==> config.mk <==
export PLATFORM = sky130hd
export DESIGN_NAME = csps_div
export DESIGN_NICKNAME = d
export VERILOG_FILES = /design/src/hdl/csps_pkg.sv /design/src/hdl/csps_div.sv
export SDC_FILE = /design/constraint.sdc
export NUM_CORES = 2
export LEC_CHECK = 0
export BUFFER_PORTS_ARGS = -buffer_cell sky130_fd_sc_hd__buf_4
export CORE_UTILIZATION = 58
export DETAILED_ROUTE_END_ITERATION = 10
export GPL_ROUTABILITY_DRIVEN = 0
export HOLD_SLACK_MARGIN = 0.1
export PLACE_DENSITY = 0.77
export SETUP_SLACK_MARGIN = 0.2
export SLEW_MARGIN = 30
export SYNTH_ARGS = -nofsm -noshare
export SYNTH_HDL_FRONTEND = slang
export SYNTH_SLANG_ARGS = --single-unit
export TNS_END_PERCENT = 5
==> constraint.sdc <==
create_clock -name clk -period 3.1 [get_ports clk]
set_input_delay 0 -clock clk [delete_from_list [all_inputs] [get_ports clk]]
set_output_delay 0 -clock clk [all_outputs]
set_load 0.01 [all_outputs]
==> src/hdl/csps_pkg.sv <==
`timescale 1ns / 1ps
package csps_pkg;

    localparam int STEP_WIDTH = 12;
    localparam logic [STEP_WIDTH-1:0] STEP_RESET = 12'd112;

    // Fraction position of the coordinates. Every computed bit is the same
    // for any fraction position, so no datapath width depends on it.
    localparam int FRAC_BITS = 4;

    // Control flags that travel with each transaction through the pipeline.
    typedef struct packed {
        logic        valid;
        logic        arrived;
        logic        neg_x;
        logic        neg_y;
    } csps_ctl_t;

endpackage

==> src/hdl/csps_div.sv <==
`timescale 1ns / 1ps
module csps_div #(
    parameter int NumWidth = 33,
    parameter int DenWidth = 21
) (
    input  logic                clk,
    input  logic                en,
    input  logic [NumWidth-1:0] numer,
    input  logic [DenWidth-1:0] denom,
    output logic [NumWidth-1:0] quot
);
    import csps_pkg::*;

    // Restoring division, one quotient bit per stage.
    logic [NumWidth-1:0] num_reg [NumWidth+1];
    logic [DenWidth-1:0] den_reg [NumWidth+1];
    logic [DenWidth:0]   rem_reg [NumWidth+1];

    always_comb
    begin
        num_reg[0] = numer;
        den_reg[0] = denom;
        rem_reg[0] = '0;
    end

    genvar g;
    generate
        for (g = 0; g < NumWidth; g++)
        begin : g_stage
            logic [DenWidth+1:0] sh;
            logic [DenWidth:0]   rem_next;
            logic                bit_q;
            always_comb
            begin
                sh = {rem_reg[g], num_reg[g][NumWidth-1]};
                bit_q = (sh >= {2'b00, den_reg[g]});
                if (bit_q)
                    sh = sh - {2'b00, den_reg[g]};
                rem_next = sh[DenWidth:0];
            end
            always_ff @(posedge clk)
            begin
                if (en)
                begin
                    num_reg[g+1] <= {num_reg[g][NumWidth-2:0], bit_q};
                    den_reg[g+1] <= den_reg[g];
                    rem_reg[g+1] <= rem_next;
                end
            end
        end
    endgenerate

    assign quot = num_reg[NumWidth];
endmodule

Word-level counts from Yosys, hierarchy flattened
Index checks and enable logic that the tools add are counted.
{ "op_classes": {"order_cmp": 33, "muxes": 32, "addsub": 32} }
{ "op_table": {"columns": ["operator", "count"], "rows": [
  ["$ge 23x21->1", 32],
  ["$mux 22", 31],
  ["$sub 22x21->22", 31],
  ["$sub 1x21->22", 1],
  ["$ge 1x21->1", 1],
  ["$mux 1", 1]
]} }
{ "word_totals": {"register_bits": 2465, "inputBits": 56, "wordCells": 195} }

Depth between registers and ports, before layout
{ "depth": {"depth_word": 2, "ltp_mapped": 14, "ltp_nobuf": 13} }

Worst setup path after synthesis
OpenSTA, ideal clock, no wires.
{ "synth_path": {"path_kind": "reg-to-reg", "start": "reg num_reg[725] (netlist bit)", "end": "reg rem_reg[460] (netlist bit), data pin", "setup_slack_ns": -0.095, "path_stages_with_launch": 14, "arrival_ns": 2.936, "path_buffers": 0, "setup_ns": 0.260, "period_less_slack_ns": 3.195, "cell_sequence": "edfxtp_1 -> inv_1 -> ha_1 -> inv_1 -> fa_1 -> a21o_1 -> a21oi_1 -> o21a_1 -> o211ai_1 -> a221oi_2 -> o31ai_1 -> and4b_1 -> a311o_1 -> mux2_2"} }
{ "synth_between": {"elab_chain_cells": 2} }
{ "synth_rtl": {"columns": ["item", "line", "rtl"], "rows": [
  ["start: declaration", "csps_div.sv:15", "logic [NumWidth-1:0] num_reg [NumWidth+1];"],
  ["start signal: indexed assignment", "csps_div.sv:45", "num_reg[g+1] <= {num_reg[g][NumWidth-2:0], bit_q};"],
  ["$sub 22x21->22 / $ge 23x21->1 (equally long branches)", "csps_div.sv:38, csps_div.sv:36", null],
  ["$mux 22 *", "csps_div.sv:37", "if (bit_q)"],
  ["named net g_stage[12].sh[20]", "csps_div.sv:30", "logic [DenWidth+1:0] sh;"],
  ["end signal: indexed assignment", "csps_div.sv:47", "rem_reg[g+1] <= rem_next;"],
  ["end: declaration", "csps_div.sv:17", "logic [DenWidth:0] rem_reg [NumWidth+1];"]
]} }
Mark *: on every way through the listed nets, which the timed path passes. The rest lies on a longest branch.
A chain may end at the register's enable or synchronous reset.

Worst setup path after layout
{ "layout_path": {"start": "reg den_reg[463] (netlist bit)", "end": "reg rem_reg[465] (netlist bit), data pin"} }
{ "layout_between": {"elab_chain_cells": 2} }
{ "layout_rtl": {"columns": ["item", "line", "rtl"], "rows": [
  ["start: declaration", "csps_div.sv:16", "logic [DenWidth-1:0] den_reg [NumWidth+1];"],
  ["start signal: indexed assignment", "csps_div.sv:46", "den_reg[g+1] <= den_reg[g];"],
  ["$sub 22x21->22 / $ge 23x21->1 (equally long branches)", "csps_div.sv:38, csps_div.sv:36", null],
  ["$mux 22 *", "csps_div.sv:37", null],
  ["named net g_stage[11].sh[3]", "csps_div.sv:30", null]
]} }
Marks and branches as above.

==> impl_metrics.toml <==
[finish]
fin_area_sq_mm = 0.1375
syn2layout_area_growth_pct = 19.10
fillers = 12750
largest_reg_flops = 1056
drive_gt1_share_pct = 19.79
layout.nets = 10340
utilization_pct = 69.59

[yosys]
syn_nets = 9399
syn_area_per_cell_sq_um = 13.37
ys_ff_latch = 2465
async_flop_share_pct = 0
yosys_most_used_dff = "edfxtp_1"
synth_edf_count = 2465
yosysWarningCount = 0
netlist_area_sq_mm = 0.1155
seq_area_frac_synth_pct = 64.10
syn_inst = 8638
synth.distinct_cells = 104

[cts]
cts.clk_slew.worst_paths_ns = 0.06
cts-buffers-inserted = 276
clk_path_buf_depth = 4
cts.sinks = 2465
cts_root_buf = "clkbuf_16"
cts_htree_levels = 5
cts_tree = "done"
clk_latency_ns = 0.92

[detailed_routing]
viasPerCell = 5.820
wl_mm = 242.8
dr_total_vias = 72180
drc = 0
drtAntennaViolNets = 0
drt_iter0_drc = 6151
post_drt_wl_per_cell_um = 19.58
drtPass1Iterations = 6

[placement]
pre_cts_ws_ns = -0.2541
dpl_cell_area_sq_mm = 0.1230
port_buffers = 88
dp_hpwl_mm = 159.8

[critical_path]
arrival_ns = 3.91
worstSetupPathType = "flip-flop to flip-flop"
reg2reg_slack_ns = -0.15
path_max_fanout = 8
crit_top_cell = "o31a_1"
cpMaxStageDelayCell = "edfxtp_1"
start_kind = "flip-flop"
cpPeakStageDelay_ns = 0.41
cp-end-kind = "flip-flop"
cp.required_ns = 3.76
crit_buf_inv = 3
crit_family = "compound AO/OA/AOI/OAI gates"
critical_path.cell_chain = "inv_2 -> ha_4 -> nor2b_4 -> o31a_1 -> nor4_2 -> o31a_1 -> a21o_2 -> o22ai_4 -> or3_4 -> a31oi_4 -> buf_12 -> clkbuf_16 -> mux2_4"

[sta]
timing.fmax_mhz = 308.0
clock_skew_ns = 0.04351
rsz0062_at_grt = "true"
worst_slack_ns = -0.1462
fin_setup_tns_ns = -3.891
slew-limit-headroom_pct = 39.16
finalSetupViolations = 52
finalHoldViolCount = 0
finalCriticalPeriod_ns = 3.246
worstMarginPinSlew_ns = 0.9126
maxSlewViolCount = 0
fin_crit_sh_pct = 104.7

[run_status]
violations = "negative setup slack"
status = "finished with violations"

[floorplanning]
boundaryPins = 89
dieWidth_um = 448.2
std_cell_rows = 163
die_h_um = 448.2
coreArea_sq_mm = 0.1976
die_area_sq_mm = 0.2009
start_util_pct = 58.43

[min_path]
hp-class = "input port to flip-flop"

[grt]
grt_first_pass_wirelength_mm = 378.0
antenna_found_initial = 3
grt_overflow = 0
grt_pass1_vias = 72370
track_usage_pct = 23.52
grt_max_degree = 130

[job]
drv_cap = 0

[power]
p_leak_nw = 54.39
peakVddDrop_uv = 701.6
power.density_mw_per_mm2 = 1022
-- logic make-up (layout without fill, tap and decap cells) --
kind of cell	count (synthesis)	in the layout	share of synthesized area, %
DFF	2465	2465	64.10
AOI/OAI and AO/OA	1985	1985	11.11
and+or+nand+nor	1624	1624	6.623
buffers and inverters	1048	2171	3.615
adders and majority gates	705	705	7.841
xor gates and xnor gates	544	544	4.126
muxes	267	267	2.582
other	0	1	0
-- routing by layer --
layer / up-vias / global-route usage (%) / part of all wire (%) / wire length [um]
li1: 33910 / - / - / -
met1: 35240 / 29.51 / 41 / 98540
met2: 2318 / 40.84 / 50 / 122300
met3: 708 / 3.468 / 5.0 / 12200
met4: 4 / 9.654 / 4.0 / 9762
met5: - / 0 / 0.0078 / 19
-- area by class of cell --
class,count,area [sq um],area share [%]
sequential,2465,74020,53.82
timing repair buffer,837,7624,5.543
tap,2640,3303,2.402
multi-input combinational,5125,40910,29.74
inverter,876,3296,2.396
antenna,1,2.502,0.001820
clock buffer,330,7237,5.262
clock inverter,128,1141,0.8297
-- synth_stat cells (105+ instances only) --
| master | number | area [sq um] |
|---|---|---|
| inv_1 | 872 | 3273 |
| xnor2_1 | 330 | 2890 |
| nor2_1 | 428 | 1607 |
| mux2_2 | 243 | 2736 |
| edfxtp_1 | 2465 | 74020 |
| a21o_1 | 339 | 2545 |
| nand2_1 | 523 | 1963 |
| ha_1 | 674 | 8433 |
| nand4_1 | 105 | 656.9 |
| nor3_1 | 112 | 560.5 |
| xor2_1 | 214 | 1874 |
| a21oi_1 | 564 | 2823 |
| o21ai_0 | 457 | 2287 |
-- worst reg2reg max path, cell delays in order, from the launching register on --
cell and delay, ns:
edfxtp_1 0.41, inv_2 0.10, ha_4 0.21, nor2b_4 0.13, o31a_1 0.26, nor4_2 0.22, o31a_1 0.21, a21o_2 0.16
o22ai_4 0.07, or3_4 0.40, a31oi_4 0.22, buf_12 0.15, clkbuf_16 0.16, mux2_4 0.30
-- path summary, 6_finish.rpt --
kind | start | to | cells after the start
setup / recovery | den_reg[463]$_DFFE_PP_ | rem_reg[465]$_DFFE_PP_ | 13
hold / removal | denom[2] | rem_reg[712]$_SDFFCE_PP0P_ | 5
setup reg to reg | den_reg[463]$_DFFE_PP_ | rem_reg[465]$_DFFE_PP_ | 13
hold reg to reg | num_reg[965]$_DFFE_PP_ | num_reg[933]$_DFFE_PP_ | 0
-- power breakdown --
part | total [mW] | switching, mW | leakage [nW] | internal [mW]
Sequential | 50.7 | 4.16 | 24.0 | 46.6
Clock | 30.8 | 12.6 | 4.10 | 18.2
Combinational | 59.1 | 30.7 | 26.3 | 28.5
Total | 141 | 47.4 | 54.4 | 93.2
-- stage by stage --
step           power (mW)  instances  hold WS [ns]
2_1_floorplan       85.62       8638       0.09887
3_3_place_gp        99.14      11700        0.1787
3_5_place_dp        101.4      11700        0.1794
4_1_cts             137.1      12330        0.1785
5_1_grt             147.9      12400        0.2331
6_report            140.6      12400        0.2359
-- repair_timing --
action	in CTS	in global routing
setup endpoints to repair	614	664
cloned	6	6
buffers inserted	59	63
resized for setup	504	387
pin swaps	233	203
hold buffers	110	0
hold endpoints to repair	2256	0
-- placed cells by master (no fill, tap or decap), types with 108 or more instances in the layout --
| cell type | netlist | routed |
|---|---|---|
| a21o_1 | 339 | 339 |
| a21oi_1 | 564 | 485 |
| buf_4 | 43 | 622 |
| clkbuf_16 | 0 | 288 |
| dlygate4sd3_1 | 0 | 110 |
| edfxtp_1 | 2465 | 2465 |
| ha_1 | 674 | 589 |
| inv_1 | 872 | 826 |
| mux2_2 | 243 | 121 |
| mux2_4 | 1 | 123 |
| nand2_1 | 523 | 507 |
| nor2_1 | 428 | 413 |
| nor3_1 | 112 | 108 |
| o21ai_0 | 457 | 364 |
| xnor2_1 | 330 | 326 |
| xor2_1 | 214 | 214 |
Power figures use the tool's default switching activity.
