## config.mk

```make
export PLATFORM = sky130hd
export DESIGN_NAME = csps_sqrt
export DESIGN_NICKNAME = d
export VERILOG_FILES = /design/src/hdl/csps_pkg.sv /design/src/hdl/csps_sqrt.sv
export SDC_FILE = /design/constraint.sdc
export NUM_CORES = 1
export LEC_CHECK = 0
export ABC_AREA = 1
export BUFFER_PORTS_ARGS = -buffer_cell sky130_fd_sc_hd__clkbuf_2
export CAP_MARGIN = 30
export CORE_MARGIN = 1
export CORE_UTILIZATION = 48
export CTS_BUF_LIST = sky130_fd_sc_hd__clkbuf_8
export DETAILED_ROUTE_END_ITERATION = 16
export PLACE_DENSITY = 0.66
export REMOVE_ABC_BUFFERS = 1
export SLEW_MARGIN = 10
export SYNTH_ARGS = -nofsm -noshare
export SYNTH_HDL_FRONTEND = slang
export SYNTH_SLANG_ARGS = --single-unit
```

## constraint.sdc

```tcl
create_clock -name clk -period 2.1 [get_ports clk]
set_input_delay 0.63 -clock clk [delete_from_list [all_inputs] [get_ports clk]]
set_output_delay 0.63 -clock clk [all_outputs]
set_load 0.01 [all_outputs]
```

## src/hdl/csps_pkg.sv

```systemverilog
`timescale 1ns / 1ps
package csps_pkg;

    localparam int STEP_WIDTH = 12;
    localparam logic [STEP_WIDTH-1:0] STEP_RESET = 12'd112;

    // Fraction position of the coordinates. Every computed bit is the same
    // for any fraction position, so no datapath width depends on it.
    localparam int FRAC_BITS = 4;

    // Control flags that travel with each transaction through the pipeline.
    typedef struct packed {
        logic        valid;
        logic        arrived;
        logic        neg_x;
        logic        neg_y;
    } csps_ctl_t;

endpackage

```

## src/hdl/csps_sqrt.sv

```systemverilog
`timescale 1ns / 1ps
module csps_sqrt #(
    parameter int RootWidth = 21
) (
    input  logic                     clk,
    input  logic                     en,
    input  logic [2*RootWidth-1:0]   radicand,
    output logic [RootWidth-1:0]     root
);
    import csps_pkg::*;

    // One result bit per stage, restoring square root on the remainder.
    logic [2*RootWidth-1:0] rad_reg  [RootWidth+1];
    logic [RootWidth-1:0]   res_reg  [RootWidth+1];
    logic [RootWidth+1:0]   rem_reg  [RootWidth+1];

    always_comb
    begin
        rad_reg[0] = radicand;
        res_reg[0] = '0;
        rem_reg[0] = '0;
    end

    genvar g;
    generate
        for (g = 0; g < RootWidth; g++)
        begin : g_stage
            logic [RootWidth+1:0] rem_shift;
            logic [RootWidth+1:0] trial;
            logic [RootWidth+1:0] rem_next;
            logic [RootWidth-1:0] res_next;
            always_comb
            begin
                rem_shift = {rem_reg[g][RootWidth-1:0],
                             rad_reg[g][2*RootWidth-1 -: 2]};
                trial = {res_reg[g], 2'b01};
                if (rem_shift >= trial)
                begin
                    rem_next = rem_shift - trial;
                    res_next = {res_reg[g][RootWidth-2:0], 1'b1};
                end
                else
                begin
                    rem_next = rem_shift;
                    res_next = {res_reg[g][RootWidth-2:0], 1'b0};
                end
            end
            always_ff @(posedge clk)
            begin
                if (en)
                begin
                    rad_reg[g+1] <= {rad_reg[g][2*RootWidth-3:0], 2'b00};
                    res_reg[g+1] <= res_next;
                    rem_reg[g+1] <= rem_next;
                end
            end
        end
    endgenerate

    assign root = res_reg[RootWidth];
endmodule

```

==> Word-level counts from Yosys, hierarchy flattened <==
Index checks and enable logic that the tools add are counted.
{ "op_classes": {"n_addsub": 20, "mux": 41, "order_cmp": 21} }
{ "ops": {"columns": ["cell", "n"], "rows": [
  ["$mux W21", 19],
  ["$ge A23 B10 Y1", 1],
  ["$ge A23 B11 Y1", 1],
  ["$ge A23 B12 Y1", 1],
  ["$ge A23 B13 Y1", 1],
  ["$ge A23 B14 Y1", 1],
  ["$ge A23 B15 Y1", 1],
  ["$ge A23 B16 Y1", 1],
  ["$ge A23 B17 Y1", 1],
  ["$ge A23 B18 Y1", 1],
  ["$ge A23 B19 Y1", 1],
  ["$ge A23 B20 Y1", 1],
  ["$ge A23 B21 Y1", 1],
  ["$ge A23 B22 Y1", 1],
  ["$ge A23 B3 Y1", 1],
  ["$ge A23 B4 Y1", 1],
  ["$ge A23 B5 Y1", 1],
  ["$ge A23 B6 Y1", 1],
  ["$ge A23 B7 Y1", 1],
  ["$ge A23 B8 Y1", 1],
  ["$ge A23 B9 Y1", 1],
  ["$mux W1", 21],
  ["$sub A21 B10 Y21", 1],
  ["$sub A21 B11 Y21", 1],
  ["20 further kinds", 20]
]} }
{ "totals": {"ff_bits": 1053, "elab_cells": 144, "input_bits": 44} }

==> Depth between registers and ports, before layout <==
Gate-level depths: netlist of run 1.
{ "depth": {"word_depth": 2, "mapped_depth": 16, "depth_no_buf": 15} }

==> Worst setup path before layout of run 1 <==
No wires, ideal clock.
{ "synth_timing": {"path_type": "reg2reg", "startpoint": "reg rem_reg (netlist bit g_stage[2].rem_shift[2])", "endpoint": "reg rem_reg (netlist bit g_stage[3].rem_shift[12]) (data pin)", "arrival_ns": 1.826, "stages_incl_launch_ff": 14, "setup_time_ns": 0.266, "period_less_slack_ns": 2.092, "path_slack_ns": 0.008, "cell_sequence": "edfxtp_1 ha_1 o21ai_0 nand2_1 nand2_1 nand3b_1 nor2_1 nand2_1 inv_1 ha_1 nand2_2 inv_1 buf_2 o21ai_0"} }
{ "synth_via": {"elab_chain_cells": 2} }
{ "synth_lines": {"columns": ["item", "line_no", "source"], "rows": [
  ["from (decl)", "csps_sqrt.sv:15", "logic [RootWidth+1:0] rem_reg [RootWidth+1];"],
  ["from (signal, indexed assignment)", "csps_sqrt.sv:54", "rem_reg[g+1] <= rem_next;"],
  ["$sub A21 B4 Y21 or $ge A23 B4 Y1 (tied branches)", "csps_sqrt.sv:39, csps_sqrt.sv:37", null],
  ["$mux W21 (*)", "csps_sqrt.sv:37", "if (rem_shift >= trial)"],
  ["net g_stage[2].rem_next[10]", "csps_sqrt.sv:30", "logic [RootWidth+1:0] rem_next;"]
]} }
Mark *: on every way through the listed nets, which the timed path passes. The rest lies on a longest branch.
A chain may end at the register's enable or synchronous reset.

==> Worst setup path after layout of run 1 <==
{ "layout_timing": {"startpoint": "reg rem_reg (netlist bit g_stage[8].rem_shift[9])", "endpoint": "reg rem_reg (netlist bit g_stage[9].rem_shift[11]) (data pin)"} }
{ "layout_via": {"elab_chain_cells": 2} }
{ "layout_lines": {"columns": ["item", "line_no"], "rows": [
  ["$sub A21 B10 Y21 or $ge A23 B10 Y1 (tied branches)", "csps_sqrt.sv:39, csps_sqrt.sv:37"],
  ["$mux W21 (*)", "csps_sqrt.sv:37"],
  ["net g_stage[8].rem_next[9]", "csps_sqrt.sv:30"]
]} }
Marks and branches as above.

==> results of run 1 <==
-- cells in the mapped netlist, types with 3 or more instances --
| cell | instances |
|---|---|
| nor3_1 | 46 |
| a21o_1 | 6 |
| nor4_1 | 4 |
| nand3_1 | 320 |
| a21oi_4 | 3 |
| nand2_4 | 4 |
| xor2_1 | 101 |
| nand3b_1 | 76 |
| nor2_1 | 467 |
| or2_2 | 3 |
| edfxtp_1 | 1036 |
| o21ai_1 | 35 |
| inv_2 | 21 |
| o21bai_1 | 18 |
| o21ai_0 | 105 |
| ha_1 | 251 |
| inv_1 | 903 |
| xnor2_1 | 60 |
| nand3_4 | 3 |
| a21oi_1 | 196 |
| nand2_1 | 1872 |
| buf_4 | 14 |
| buf_6 | 18 |
| o21ai_2 | 22 |
| nand4_1 | 80 |
| and2_1 | 5 |
| nor2_4 | 7 |
| nor2_2 | 18 |
| nand2_2 | 33 |
| nor3_2 | 5 |
| inv_4 | 3 |
| o21a_1 | 3 |
| clkinv_1 | 3 |
| buf_2 | 10 |
| a21oi_2 | 36 |
-- area by class of cell --
class                   count  area, µm²
repair buffers           1148       9520
clock buffers             170       2340
repair inverters            4       51.3
diodes                      1       2.50
multi-input cells        3801      24400
well taps                1500       1880
flip-flops and latches   1036      31100
clock inverters           141        878
inverters                 931       3580
fillers                  8655      38700
-- where the power goes --
part           switching (mW)  internal [mW]
Sequential               1.64           25.6
Clock                    8.48           8.29
Combinational            10.1           8.77
Total                    20.2           42.7
-- worst max path at each step --
stage	slack [ns]	cells after the start	endpoint	startpoint
after CTS	-0.08	12	g_stage[9].rem_shift[11]$_DFFE_PP_	g_stage[8].trial[6]$_DFFE_PP_
after global placement	-0.20	11	g_stage[16].rem_shift[19]$_DFFE_PP_	g_stage[15].trial[14]$_DFFE_PP_
after floorplan	-0.27	9	g_stage[17].rem_shift[20]$_DFFE_PP_	g_stage[16].rem_shift[5]$_DFFE_PP_
after detailed placement	-0.24	9	g_stage[20].rem_shift[2]$_DFFE_PP_	g_stage[19].rem_shift[18]$_DFFE_PP_
final	-0.13	13	g_stage[9].rem_shift[11]$_DFFE_PP_	g_stage[8].rem_shift[9]$_DFFE_PP_
after global routing	-0.19	13	g_stage[3].rem_shift[7]$_DFFE_PP_	g_stage[2].rem_shift[2]$_DFFE_PP_
-- layer usage --
layer | GRT usage | wire length (µm) | vias to the layer above
li1 | - | - | 21700
met4 | 0.0817 | 4420 | 0
met2 | 0.393 | 69800 | 1053
met5 | 0 | 0 | -
met3 | 0.0292 | 5840 | 289
met1 | 0.302 | 61300 | 20400
-- cell families (layout without fill, tap and decap cells) --
| family | Yosys count | count (layout) |
|---|---|---|
| AOI/OAI and AO/OA | 428 | 428 |
| other | 1 | 2 |
| adders and majority gates | 251 | 251 |
| and+or+nand+nor | 2956 | 2960 |
| DFF | 1036 | 1036 |
| xor gates and xnor gates | 161 | 161 |
| buffers and inverters | 977 | 2394 |
-- cell usage in the layout (no fill, tap or decap), drive strengths merged, types with 4 or more instances in the layout --
master | synthesis | final
nand3 | 325 | 325
nand3b | 77 | 78
nand4 | 82 | 82
a21oi | 235 | 235
xnor2 | 60 | 60
clkbuf | 1 | 240
nor3 | 51 | 51
bufinv | 0 | 4
a21o | 6 | 6
nor2 | 493 | 493
o21ai | 162 | 162
clkinv | 3 | 78
buf | 45 | 1035
and2 | 5 | 5
dlygate4sd3 | 0 | 43
ha | 251 | 251
nor4 | 5 | 5
o21bai | 18 | 18
clkinvlp | 0 | 9
edfxtp | 1036 | 1036
nand2 | 1909 | 1912
inv | 928 | 985
xor2 | 101 | 101
or2 | 5 | 5
-- worst register-to-register path: cells and delay by family, from the launching register on --
family,cells,cell delay (ns)
simple gates,8,0.76
buf+inv,4,0.46
flops,1,0.44
fa+ha+maj,1,0.33
-- what timing repair did --
item / in CTS / in global routing
endpoints found under the hold margin: 43 / 0
hold buffers: 43 / 0
pin swaps: 62 / 300
endpoints found under the setup margin: 293 / 366
gates resized for setup: 255 / 956
setup buffers: 57 / 202
cloned: 4 / 18
-- per-stage QoR --
step | setup TNS [ns] | hold slack, ns | setup WS [ns] | cells
final | -1.49 | 0.130 | -0.129 | 8732
after global routing | -13.16 | 0.0877 | -0.186 | 8732
after CTS | -0.366 | 0.0532 | -0.0792 | 8520
after detailed placement | -20.46 | 0.405 | -0.235 | 8105
after global placement | -14.66 | 0.401 | -0.200 | 8105
after floorplan | -16.46 | 0.400 | -0.270 | 5764
==> impl_metrics.json, run 1 <==
{
  "crit_path_cell_trace": "ha_4 > inv_4 > nor2_4 > nand2_2 > buf_6 > nor3_4 > nand2_2 > nand3_4 > nor2_4 > buf_12 > buf_8 > nand2_1 > nand2_2",
  "cts_buffers": 170,
  "fin_area_um2": 73800,
  "gp_congestion": 0.914,
  "detail_route.wl_per_cell_um": 16.2,
  "fp.coreArea_um2": 112000,
  "grt-ovfl-total": 0,
  "fin_util": 0.656,
  "final.min_clock_period_ns": 2.23,
  "power_per_standard_cell_area_nw_per_um2": 853,
  "cp-end-kind": "register",
  "worst-r2r-setup-slack_ns": -0.13,
  "dpl.hpwl_um": 99300,
  "timing_worst_setup_path_type": "reg -> reg",
  "gr-usage-all-layers": 0.231,
  "synthesis.instances": 5810,
  "synth_top_family_by_area": "simple AND/OR/NAND/NOR gates",
  "drtIter0Drc": 3149,
  "total_via_count_after_detailed_routing": 43400,
  "synth_seq_cells": 1036,
  "total_chip_power_mw": 62.9,
  "drive_gt1_frac": 0.332,
  "reg2reg_to": "g_stage[9].rem_shift[11]$_DFFE_PP_",
  "adder_and_majority_cell_fraction_of_the_synthesized_area": 0.0576,
  "timing.final.crit_share": 1.06,
  "drt_wl_total_um": 141000,
  "max-slew-margin-rel": 0.550,
  "clkLatencyLatePin_ns": 0.86,
  "io_pins": 65,
  "synth-compound-area-share": 0.0453,
  "tritoncts": "built",
  "rsz_0062_raised_after_global_routing": "true",
  "worst_pin_slew_ns": 0.669,
  "critical_path_arrival_ns": 2.84,
  "synth_top_cell_area_share": 0.571,
  "crit_family": "simple AND/OR/NAND/NOR gates",
  "reg2reg_depth": 13,
  "num-nets-final": 7387,
  "synthesis.area_um2": 54500,
  "clock_sinks": 1036,
  "avgViaCountPerCell": 4.97,
  "cell_area_reported_after_detailed_placement_um2": 62600,
  "drt.antenna.violating_nets": 0,
  "synth.lib_cells_used.distinct": 51,
  "fraction_of_registers_with_async_set_or_reset_after_synthesis": 0,
  "synth_edf_count": 1036,
  "first_global_vias": 41400,
  "cpMostUsedCell": "nand2_2",
  "critical_path.startpoint_type": "register",
  "synthXorXnorAreaFrac": 0.0259,
  "synth-simple-area-share": 0.228,
  "hp-start": "en",
  "syn2layout_area_growth_pct": 35.3,
  "timing.fmax_ghz": 0.449,
  "worstPathBufferInverterCount": 4,
  "initial_utilization": 0.484,
  "clk_transition_reported_paths_ns": 0.06,
  "maxSlewViolCount": 0,
  "critPathMaxFanout": 5,
  "synth_area_leaders": "edfxtp_1 57%, nand2_1 13%, inv_1 6.2%",
  "die_w_um": 339,
  "max-vdd-ir-drop_mv": 0.699,
  "io_buffers": 64,
  "h-tree-depth": 4,
  "failed_checks": "setup timing",
  "master_cell_of_the_clock_root_buffer": "clkbuf_8",
  "drc_errors": 0,
  "syn-mean-instance-area_um2": 9.38,
  "synth_largest_area_cell": "edfxtp_1",
  "status": "complete, but fails checks",
  "rows": 123,
  "grt_first_pass_wirelength_um": 212000,
  "hold-path-cell-count": 1,
  "sequential_element_share_of_the_synthesized_area": 0.571,
  "worst_clock_skew_ns": 0.0407,
  "holdCritPathClass": "in -> reg",
  "fp.dieH_um": 339,
  "min_delay_worst_endpoint": "rad_reg[842]$_DFFE_PP_",
  "max-cap-violations": 0,
  "crit_path_top_delay_cell": "edfxtp_1",
  "drt_first_pass_iters": 6,
  "cp.required_ns": 2.71,
  "post_synth_mux_area_share": 0,
  "grt_antenna_before_repair": 1,
  "grt_start_max_net_pins": 54,
  "synth-warning-count": 0,
  "die_area_um2": 115000,
  "setup_viol": 38,
  "hold_viol": 0,
  "largest_reg_flops": 425,
  "clockBufferDepth": 3,
  "timing.final.ws_setup_ns": -0.129,
  "synth_ff_type": "edfxtp_1",
  "power.static_leakage_nw": 32.6,
  "r2r_start": "g_stage[8].rem_shift[9]$_DFFE_PP_",
  "slowest_delay_ns": 0.44
}
No activity file was read; power rests on OpenSTA's default activity.
==> inputs of run 2 (changes only) <==
- CAP_MARGIN: 30 -> 20
- RECOVER_POWER: not set -> 100
==> impl_metrics.json, run 2 (synthesis gave the netlist of run 1 again) <==
{
  "grt_first_pass_wirelength_um": 212000,
  "power.static_leakage_nw": 32.2,
  "clock_sinks": 1036,
  "num-nets-final": 7387,
  "cp-startpoint": "g_stage[8].rem_shift[9]$_DFFE_PP_",
  "grt_start_max_net_pins": 54,
  "cpMostUsedCell": "nand2_2",
  "crit_path_top_delay_cell": "edfxtp_1",
  "total_chip_power_mw": 62.7,
  "critPathMaxFanout": 5,
  "clkLatencyLatePin_ns": 0.87,
  "final.min_clock_period_ns": 2.22,
  "clockBufferDepth": 3,
  "gp_congestion": 0.914,
  "crit_end": "g_stage[9].rem_shift[11]$_DFFE_PP_",
  "worst_clock_skew_ns": 0.0424,
  "critical_path.startpoint_type": "register",
  "most_frequent_cells_in_the_layout": "1537 x nand2_1, 1036 x edfxtp_1, 838 x inv_1",
  "fin_area_um2": 73100,
  "max-slew-margin-rel": -0.0192,
  "rows": 123,
  "reg2reg_to": "g_stage[9].rem_shift[11]$_DFFE_PP_",
  "fp.coreArea_um2": 112000,
  "tritoncts": "built",
  "reg2reg_depth": 13,
  "fp.dieH_um": 339,
  "crit_path_cell_trace": "ha_4 > inv_4 > nor2_4 > nand2_2 > buf_6 > nor3_4 > nand2_2 > nand3_4 > nor2_4 > buf_12 > buf_8 > nand2_1 > nand2_2",
  "cp.required_ns": 2.71,
  "cts_buffers": 170,
  "die_area_um2": 115000,
  "rsz_0062_raised_after_global_routing": "true",
  "timing.final.ws_setup_ns": -0.123,
  "drc_errors": 0,
  "maxSlewViolCount": 11,
  "timing.final.crit_share": 1.06,
  "detail_route.wl_per_cell_um": 16.2,
  "worst_setup_slack_before_clock_tree_synthesis_ns": -0.235,
  "slowest_delay_ns": 0.44,
  "largest_reg_flops": 425,
  "status": "complete, but fails checks",
  "master_cell_of_the_clock_root_buffer": "clkbuf_8",
  "r2r_start": "g_stage[8].rem_shift[9]$_DFFE_PP_",
  "cell_area_reported_after_detailed_placement_um2": 62600,
  "fin_util": 0.650,
  "syn2layout_area_growth_pct": 34.1,
  "cp-end-kind": "register",
  "clk_transition_reported_paths_ns": 0.06,
  "holdCritPathClass": "reg -> reg",
  "worst-r2r-setup-slack_ns": -0.12,
  "finalHoldWorstSlack_ns": 0.405,
  "drtIter0Drc": 2958,
  "grt-ovfl-total": 0,
  "worst_pin_slew_ns": 1.53,
  "h-tree-depth": 4,
  "timing.fmax_ghz": 0.450,
  "setup_viol": 150,
  "gr-usage-all-layers": 0.231,
  "worstPathBufferInverterCount": 4,
  "power_per_standard_cell_area_nw_per_um2": 858,
  "die_w_um": 339,
  "dpl.hpwl_um": 99300,
  "io_buffers": 64,
  "drive_gt1_frac": 0.320,
  "avgViaCountPerCell": 4.97,
  "crit_family": "simple AND/OR/NAND/NOR gates",
  "max-cap-violations": 1,
  "grt_antenna_before_repair": 1,
  "critical_path_arrival_ns": 2.84,
  "max-vdd-ir-drop_mv": 0.678,
  "nFillCells": 8812,
  "drt_wl_total_um": 141000,
  "hold_viol": 0,
  "timing_worst_setup_path_type": "reg -> reg",
  "drt.antenna.violating_nets": 0,
  "drt_first_pass_iters": 6,
  "layout.cells.most_common": "nand2_1",
  "initial_utilization": 0.484,
  "failed_checks": "capacitance limit, slew limit, setup timing",
  "first_global_vias": 41400,
  "io_pins": 65,
  "path_depth": 13,
  "total_via_count_after_detailed_routing": 43400
}
## run 2: cell count changes in the layout (fill, tap and decap cells not counted), moves of 3 or more
cell,change
buf_4,-170
clkbuf_4,+100
clkbuf_1,+80
buf_12,-21
clkbuf_2,+6
buf_6,+4
nor2_1,+3
## run 2: final cells by class
class                           count  area, µm²  share of cell area
Timing Repair Buffer             1148       8940               0.122
Multi-Input combinational cell   3801      24300               0.333
Tap cell                         1500       1880              0.0257
Inverter                          931       3580              0.0490
Clock inverter                    141        878              0.0120
Clock buffer                      170       2340              0.0320
Sequential cell                  1036      31100               0.426
Timing Repair inverter              4       51.3            0.000702
Antenna cell                        1       2.50           0.0000342
## run 2: how the worst min path moves through the flow
stage / cells past startpoint / slack, ns / end / from
CTS: 1 / 0.05 / rad_reg[843]$_DFFE_PP_ / en
global placement: 0 / 0.40 / rad_reg[202]$_DFFE_PP_ / rad_reg[242]$_DFFE_PP_
global route: 0 / 0.40 / rad_reg[500]$_DFFE_PP_ / rad_reg[540]$_DFFE_PP_
detailed placement: 0 / 0.40 / g_stage[19].rem_shift[0]$_DFFE_PP_ / rad_reg[164]$_DFFE_PP_
floorplan: 0 / 0.40 / g_stage[10].rem_shift[0]$_DFFE_PP_ / rad_reg[542]$_DFFE_PP_
finish: 0 / 0.40 / rad_reg[576]$_DFFE_PP_ / rad_reg[616]$_DFFE_PP_
## run 2: repair_timing
action | CTS | global route
gates resized for setup | 255 | 956
gates cloned | 4 | 18
pin swaps | 62 | 300
hold buffers | 43 | 0
setup buffers | 57 | 202
endpoints found under the hold margin | 43 | 0
setup endpoints to repair | 293 | 366
## run 2: stage by stage
| stage | cells | TNS (ns) |
|---|---|---|
| finish | 8732 | -5.24 |
| global route | 8732 | -28.28 |
| CTS | 8520 | -0.366 |
| detailed placement | 8105 | -20.46 |
| global placement | 8105 | -14.66 |
| floorplan | 5764 | -16.46 |
## run 2: report_power, final
group          switching [mW]  total [mW]  internal [mW]
combinational            10.1        18.7           8.63
sequential               1.63        27.2           25.6
clock                    8.49        16.8           8.29
total                    20.2        62.7           42.5
## run 2: metal layers
metal / global-route usage / part of all wire / routed length, µm / vias up
li1: - / - / - / 21700
met1: 0.302 / 0.43 / 61200 / 20400
met2: 0.393 / 0.49 / 69600 / 1059
met3: 0.0292 / 0.043 / 6020 / 292
met4: 0.0817 / 0.033 / 4610 / 0
met5: 0 / 0 / 0 / -
